`config.mk`:
```
export PLATFORM = sky130hd
export DESIGN_NAME = cbaoc_front
export DESIGN_NICKNAME = d
export VERILOG_FILES = /design/src/hdl/cbaoc_pkg.sv /design/src/hdl/cbaoc_front.sv
export SDC_FILE = /design/constraint.sdc
export NUM_CORES = 1
export LEC_CHECK = 0
export BUFFER_PORTS_ARGS = -buffer_cell sky130_fd_sc_hd__clkbuf_2
export CORE_MARGIN = 4
export CORE_UTILIZATION = 50
export DETAILED_ROUTE_END_ITERATION = 8
export PLACE_DENSITY_LB_ADDON = 0.1
export RECOVER_POWER = 50
export SYNTH_ARGS = -nofsm -noshare
export SYNTH_HDL_FRONTEND = slang
export SYNTH_SLANG_ARGS = --single-unit
```
`constraint.sdc`:
```
create_clock -name aclk -period 5.5 [get_ports aclk]
set_clock_uncertainty 0.1 [all_clocks]
set_input_delay 0 -clock aclk [delete_from_list [all_inputs] [get_ports aclk]]
set_output_delay 0 -clock aclk [all_outputs]
set_load 0.03 [all_outputs]
```
`src/hdl/cbaoc_pkg.sv`:
```
package cbaoc_pkg;

    typedef enum logic [1:0] {
        OP_ADD    = 2'd0,
        OP_LOOKUP = 2'd1,
        OP_CLEAR  = 2'd2,
        OP_NONE   = 2'd3
    } opcode_t;

    typedef enum logic [1:0] {
        RK_EVICT  = 2'd0,
        RK_ADD    = 2'd1,
        RK_LOOKUP = 2'd2,
        RK_CLEAR  = 2'd3
    } result_kind_t;

    localparam int KEY_W   = 16;
    localparam int COST_W  = 31;
    localparam int STAMP_W = 32;
    localparam int TOTAL_W = 36;
    localparam int SUM_W   = 37;
    localparam int CNT_W   = 6;
    localparam logic [TOTAL_W-1:0] BUDGET_RESET = 36'd67108864;
    localparam logic [TOTAL_W-1:0] TOTAL_SAT = {TOTAL_W{1'b1}};

    // One request as it waits between the front and the back part.
    typedef struct packed {
        opcode_t             op;
        logic [KEY_W-1:0]    key;
        logic [COST_W-1:0]   cost;
        logic [STAMP_W-1:0]  stamp;
    } request_t;

    // One result on its way to the output channel.
    typedef struct packed {
        result_kind_t        kind;
        logic [KEY_W-1:0]    key;
        logic [COST_W-1:0]   cost;
        logic                hit;
        logic                full_error;
        logic [TOTAL_W-1:0]  total;
        logic [CNT_W-1:0]    count;
        logic                last;
    } result_t;

endpackage

```
`src/hdl/cbaoc_front.sv`:
```
module cbaoc_front #(
    parameter int KEY_BITS = 16
) (
    input  logic                aclk,
    input  logic                aresetn,
    input  logic                in_valid,
    output logic                in_ready,
    input  cbaoc_pkg::request_t in_req,
    output logic                q_valid,
    input  logic                q_ready,
    output cbaoc_pkg::request_t q_req
);
    // Two-entry queue; unused opcodes and high key bits are dropped on entry.
    cbaoc_pkg::request_t slot_reg [2];
    logic                wr_ptr_reg, rd_ptr_reg;
    logic [1:0]          fill_reg;
    cbaoc_pkg::request_t clean;
    logic                push, pop;

    always_comb begin
        clean = in_req;
        clean.key = in_req.key & cbaoc_pkg::KEY_W'((64'd1 << KEY_BITS) - 64'd1);
    end

    assign in_ready = (fill_reg != 2'd2);
    assign push     = in_valid && in_ready && (in_req.op != cbaoc_pkg::OP_NONE);
    assign q_valid  = (fill_reg != 2'd0);
    assign q_req    = slot_reg[rd_ptr_reg];
    assign pop      = q_valid && q_ready;

    always_ff @(posedge aclk) begin
        if (push) begin
            slot_reg[wr_ptr_reg] <= clean;
        end
        if (!aresetn) begin
            wr_ptr_reg <= 1'b0;
            rd_ptr_reg <= 1'b0;
            fill_reg   <= 2'd0;
        end else begin
            if (push) wr_ptr_reg <= ~wr_ptr_reg;
            if (pop)  rd_ptr_reg <= ~rd_ptr_reg;
            fill_reg <= fill_reg + 2'(push) - 2'(pop);
        end
    end

    assert property (@(posedge aclk) disable iff (!aresetn) fill_reg != 2'd3)
        else $error("queue fill out of range");
    assert property (@(posedge aclk) disable iff (!aresetn)
        (fill_reg == 2'd2) |-> !push)
        else $error("push into full queue");
    assert property (@(posedge aclk) disable iff (!aresetn)
        q_valid |-> (q_req.op != cbaoc_pkg::OP_NONE))
        else $error("unused opcode queued");
endmodule

```
Word-level counts from Yosys, hierarchy flattened
Memories as Yosys holds them, arrays and structs flattened. A register that Yosys moved wholly into a read port is not among the register bits.
Cells that the tools add are included.
W data, S select, Z words.
- register bits after elaboration: 4
- RAM bits: 162
- bits of input ports: 85
- output and inout port bits: 83
- word-level logic and storage cells: 18
- memories: 1
- add/subtract/negate cells: 2
- eq/ne operators: 2
- muxes and demuxes: 4
- bitwise gates (word level): 2
- reductions and logical operators: 4
- memory list (memory ; words ; width ; rd ports ; clocked after Yosys merged registers in ; wr ports ; line ; RTL):
    slot_reg ; 2 ; 81 ; 1 ; 1 ; 1 ; cbaoc_front.sv:14 ; cbaoc_pkg::request_t slot_reg [2];
- operators by type and width (operator ; number):
    $mux W1 ; 4
    $ne A2 B2 Y1 const B ; 2
    $logic_and A1 B1 Y1 ; 3
    $add A2 B1 Y2 ; 1
    $not A1 Y1 ; 2
    $reduce_bool A2 Y1 ; 1
    $sub A2 B1 Y2 ; 1

Longest topological paths before layout
- depth in word-level cells: 5
- mapped depth: 8
- gate-level depth less buffers: 8

Worst setup path after synthesis
No wires, ideal clock.
- kind: flip-flop to flip-flop
- start point: register fill_reg[0]
- end point: memory slot_reg[0][0] (netlist name) (enable)
- library setup time: 0.521 ns
- data arrival time: 4.287 ns
- data required time: 4.879 ns
- slack: 0.592 ns
- cell stages (with the launch flop): 4
- path buffers: 0
- clock period less this slack: 4.908 ns
- path through: dfxtp_1 -> nand2b_1 -> nand3_1 -> nor2_1
- cells in the longest elaborated chain, start to end: 5
- RTL lines (element ; line ; RTL):
    from (decl) ; cbaoc_front.sv:16 ; logic [1:0] fill_reg;
    from (signal assigned) ; cbaoc_front.sv:42 ; fill_reg <= fill_reg + 2'(push) - 2'(pop);
    $ne A2 B2 Y1 ; cbaoc_front.sv:25 ; assign in_ready = (fill_reg != 2'd2);
    named net in_ready ; cbaoc_front.sv:7 ; output logic in_ready,
    $logic_and A1 B1 Y1 (2 in series) ; cbaoc_front.sv:26 ; assign push = in_valid && in_ready && (in_req.op != cbaoc_pkg::OP_NONE);
    $mux W1 ; cbaoc_front.sv:32 ; if (push) begin
    $mux W1 (not written as such) ; cbaoc_front.sv:33 ; slot_reg[wr_ptr_reg] <= clean;
    to (decl) ; cbaoc_front.sv:14 ;
The timed path passes the listed nets, and every way through them passes these cells.

Worst setup path after layout
- start point: register fill_reg[0]
- end point: memory slot_reg[0][75] (netlist name) (enable)
- cells in the longest elaborated chain, start to end: 5
- RTL lines (element ; line):
    $ne A2 B2 Y1 ; cbaoc_front.sv:25
    $logic_and A1 B1 Y1 (2 in series) ; cbaoc_front.sv:26
    $mux W1 ; cbaoc_front.sv:32
    $mux W1 (not written as such) ; cbaoc_front.sv:33
No other way between the ends.

==> impl_metrics.tcl <==
set metrics [dict create \
    outcome "finished, final reports clean" \
    post-route-min-period_ns 2.842 \
    hold_path_class "in -> reg" \
    htree_num_levels 4 \
    grt_overflow 0 \
    ys_types 18 \
    gp_congestion 0.6864 \
    min_delay_path_depth 2 \
    synth.largest_area_cell "sky130_fd_sc_hd__edfxtp_1" \
    worstRegToRegCells 4 \
    max-cap-violations 0 \
    dr.pass1.iters 4 \
    cts.repair.resized 0 \
    final-seq-area_mm2 0.004969 \
    cp_data_arrival_time_ns 2.78 \
    cts_tree "yes" \
    hold_path_origin "in_req[45]" \
    design.portCount 168 \
    cp_cell_sequence "nand2b_1 -> nand3_1 -> nor2_4 -> buf_4" \
    critical_path_peak_fanout 44 \
    netlist_top_cells_area "sky130_fd_sc_hd__edfxtp_1 (75%), sky130_fd_sc_hd__mux2_4 (19%), sky130_fd_sc_hd__buf_12 (2.5%), sky130_fd_sc_hd__dfxtp_1 (1.5%), sky130_fd_sc_hd__xnor2_1 (0.41%)" \
    max_stage_delay_ns 0.93 \
    via_per_instance_ratio 4.674 \
    synth-seq-cells 167 \
    dp.final_hpwl_um 7434 \
    synth_top_cell_area_share_pct 75.00 \
    ctsRootBufferMaster "sky130_fd_sc_hd__clkbuf_16" \
    grt_antenna_before_repair 0 \
    largest_register_ffs 162 \
    critical_path.top_delay_family "simple AND/OR/NAND/NOR gates" \
    drt-wirelength-per-cell_um 16.15 \
    postRouteAntennaNets 0 \
    utilization_pct 68.40 \
    max_clock_freq_mhz 351.8 \
    syn-mean-instance-area_um2 23.33 \
    dieHeight_um 121.9 \
    maxSlewHeadroom_pct 25.09 \
    final.fill_count 922 \
    min_to "slot_reg[0][45]" \
    seq_area_frac_synth_pct 76.54 \
    crit_path_top_delay_cell "sky130_fd_sc_hd__nor2_4" \
    via_count 3398 \
    drt_iter0_markers 161 \
    p_leak_nw 3.213 \
    pin_count_of_the_biggest_net_entering_global_routing 48 \
    drc_violation_count_after_routing 0 \
    grt_util_all_layers_pct 16.34 \
    final_common_cell "sky130_fd_sc_hd__edfxtp_1" \
    clk_pin_slew_worst_paths_ns 0.06 \
    synthCells 278 \
    clock_insertion_delay_worst_skew_ns 0.41 \
    multi_input_logic_area_mm2 0.001358 \
    setup_tns_ns 0 \
    grt_setup_unrepaired "false" \
    cts.path.max_buffers 2 \
    reg2reg_setup_slack_ns 2.66 \
    setup.worst_path.class "reg -> reg" \
    routed.top_layer "met4" \
    num_antenna_cells 0 \
    final_net_count 629 \
    synth.cell_area_mm2 0.006486 \
    cts_inserted_buffers 17 \
    grt_pass1_wl_um 17880 \
    fp.dieW_um 121.9 \
    power.density_mw_per_mm2 438.6 \
    share_of_cells_above_drive_strength_1_pct 32.43 \
    layout_common_cells "sky130_fd_sc_hd__edfxtp_1 (162), sky130_fd_sc_hd__clkbuf_1 (99), sky130_fd_sc_hd__dlygate4sd3_1 (84)" \
    max_vdd_drop_mv 0.2405 \
    critical_path.startpoint_type "flip-flop" \
    place.port_buffers 167 \
    wl_met1_um 4696 \
    met3_wirelength_um 862 \
    post-route-period-util_pct 51.68 \
    design.core.area_mm2 0.01267 \
    finalWirelength_um 11740 \
    standard_cell_rows 41 \
    starting_density_pct 51.19 \
    area_growth_pct 33.62 \
    first_global_vias 3530 \
    mappedNetlistNets 365 \
    die_footprint_mm2 0.01486 \
    met2_wirelength_um 6096 \
    sinks_on_the_clock_net 167 \
    slew_of_the_pin_with_the_lowest_slew_margin_ns 1.121 \
    timing_hold_violations_final 0 \
    worst-path-buf-inv 1 \
    finalSetupViolCount 0 \
    cp-end-kind "flip-flop" \
    critical_path.reg2reg.startpoint "fill_reg[0]" \
    ys_warn_count 0 \
    regToRegEndpoint "slot_reg[0][75]" \
    required_ns 5.44 \
    slew_viol_final 0 \
]
[synthesized netlist by cell type]
| master | count |
|---|---|
| sky130_fd_sc_hd__and2_1 | 2 |
| sky130_fd_sc_hd__buf_12 | 8 |
| sky130_fd_sc_hd__buf_6 | 1 |
| sky130_fd_sc_hd__dfxtp_1 | 5 |
| sky130_fd_sc_hd__edfxtp_1 | 162 |
| sky130_fd_sc_hd__ha_1 | 2 |
| sky130_fd_sc_hd__inv_1 | 2 |
| sky130_fd_sc_hd__mux2_2 | 1 |
| sky130_fd_sc_hd__mux2_4 | 80 |
| sky130_fd_sc_hd__mux2i_1 | 1 |
| sky130_fd_sc_hd__nand2_1 | 3 |
| sky130_fd_sc_hd__nand2b_1 | 1 |
| sky130_fd_sc_hd__nand3_1 | 1 |
| sky130_fd_sc_hd__nor2_1 | 2 |
| sky130_fd_sc_hd__nor2b_1 | 2 |
| sky130_fd_sc_hd__o21a_1 | 1 |
| sky130_fd_sc_hd__or2_2 | 1 |
| sky130_fd_sc_hd__xnor2_1 | 3 |
[how the worst max path moves through the flow]
| stage | from | endpoint | slack [ns] | cells past startpoint |
|---|---|---|---|---|
| after detailed placement | fill_reg[0] | slot_reg[0][51] | 2.59 | 4 |
| after global routing | fill_reg[0] | slot_reg[1][31] | 2.42 | 4 |
| after floorplan | fill_reg[0] | slot_reg[0][0] | 0.59 | 3 |
| after global placement | fill_reg[0] | slot_reg[0][50] | 2.66 | 4 |
| after CTS | fill_reg[0] | slot_reg[1][51] | 2.57 | 4 |
| final | fill_reg[0] | slot_reg[0][75] | 2.66 | 4 |
[power by group]
part / internal [mW] / switching (mW)
combinational: 0.445 / 0.626
clock: 0.653 / 0.431
sequential: 1.55 / 0.0949
[kinds of logic after synthesis]
family	Yosys count	synth area share [%]
mux	82	18.85
fa+ha+maj	2	0.3857
compound gates	1	0.1158
flops	167	76.54
buf+inv	11	2.758
xor+xnor	3	0.4052
simple gates	12	0.9452
[what timing repair did]
| item | CTS | global route |
|---|---|---|
| setup endpoints to repair | 0 | 0 |
| hold buffers | 84 | 0 |
| setup buffers | 0 | 0 |
| hold endpoints to repair | 167 | 0 |
[final cells by class]
cell class	instances	area share [%]
Clock buffer	18	4.952
Timing Repair Buffer	254	18.16
Sequential cell	167	57.33
Tap cell	172	2.483
Clock inverter	14	1.328
Inverter	2	0.08662
Multi-Input combinational cell	100	15.66
[routing by layer]
layer,vias up,GRT usage (%)
met4,0,6.092
met2,118,27.45
met1,1649,19.74
met3,8,5.432
met5,-,0
li1,1623,-
[metrics by stage]
step	setup slack (ns)	area, um^2	power (mW)	hold slack, ns	instances
after floorplan	0.5920	6486	2.545	-0.001131	278
after global placement	2.658	7407	2.727	0.08815	611
after detailed placement	2.589	7407	2.739	0.09289	611
after CTS	2.574	8792	3.869	0.1935	727
after global routing	2.421	8667	3.960	0.2053	727
final	2.658	8667	3.801	0.2236	727
No activity file was read; power rests on OpenSTA's default activity.
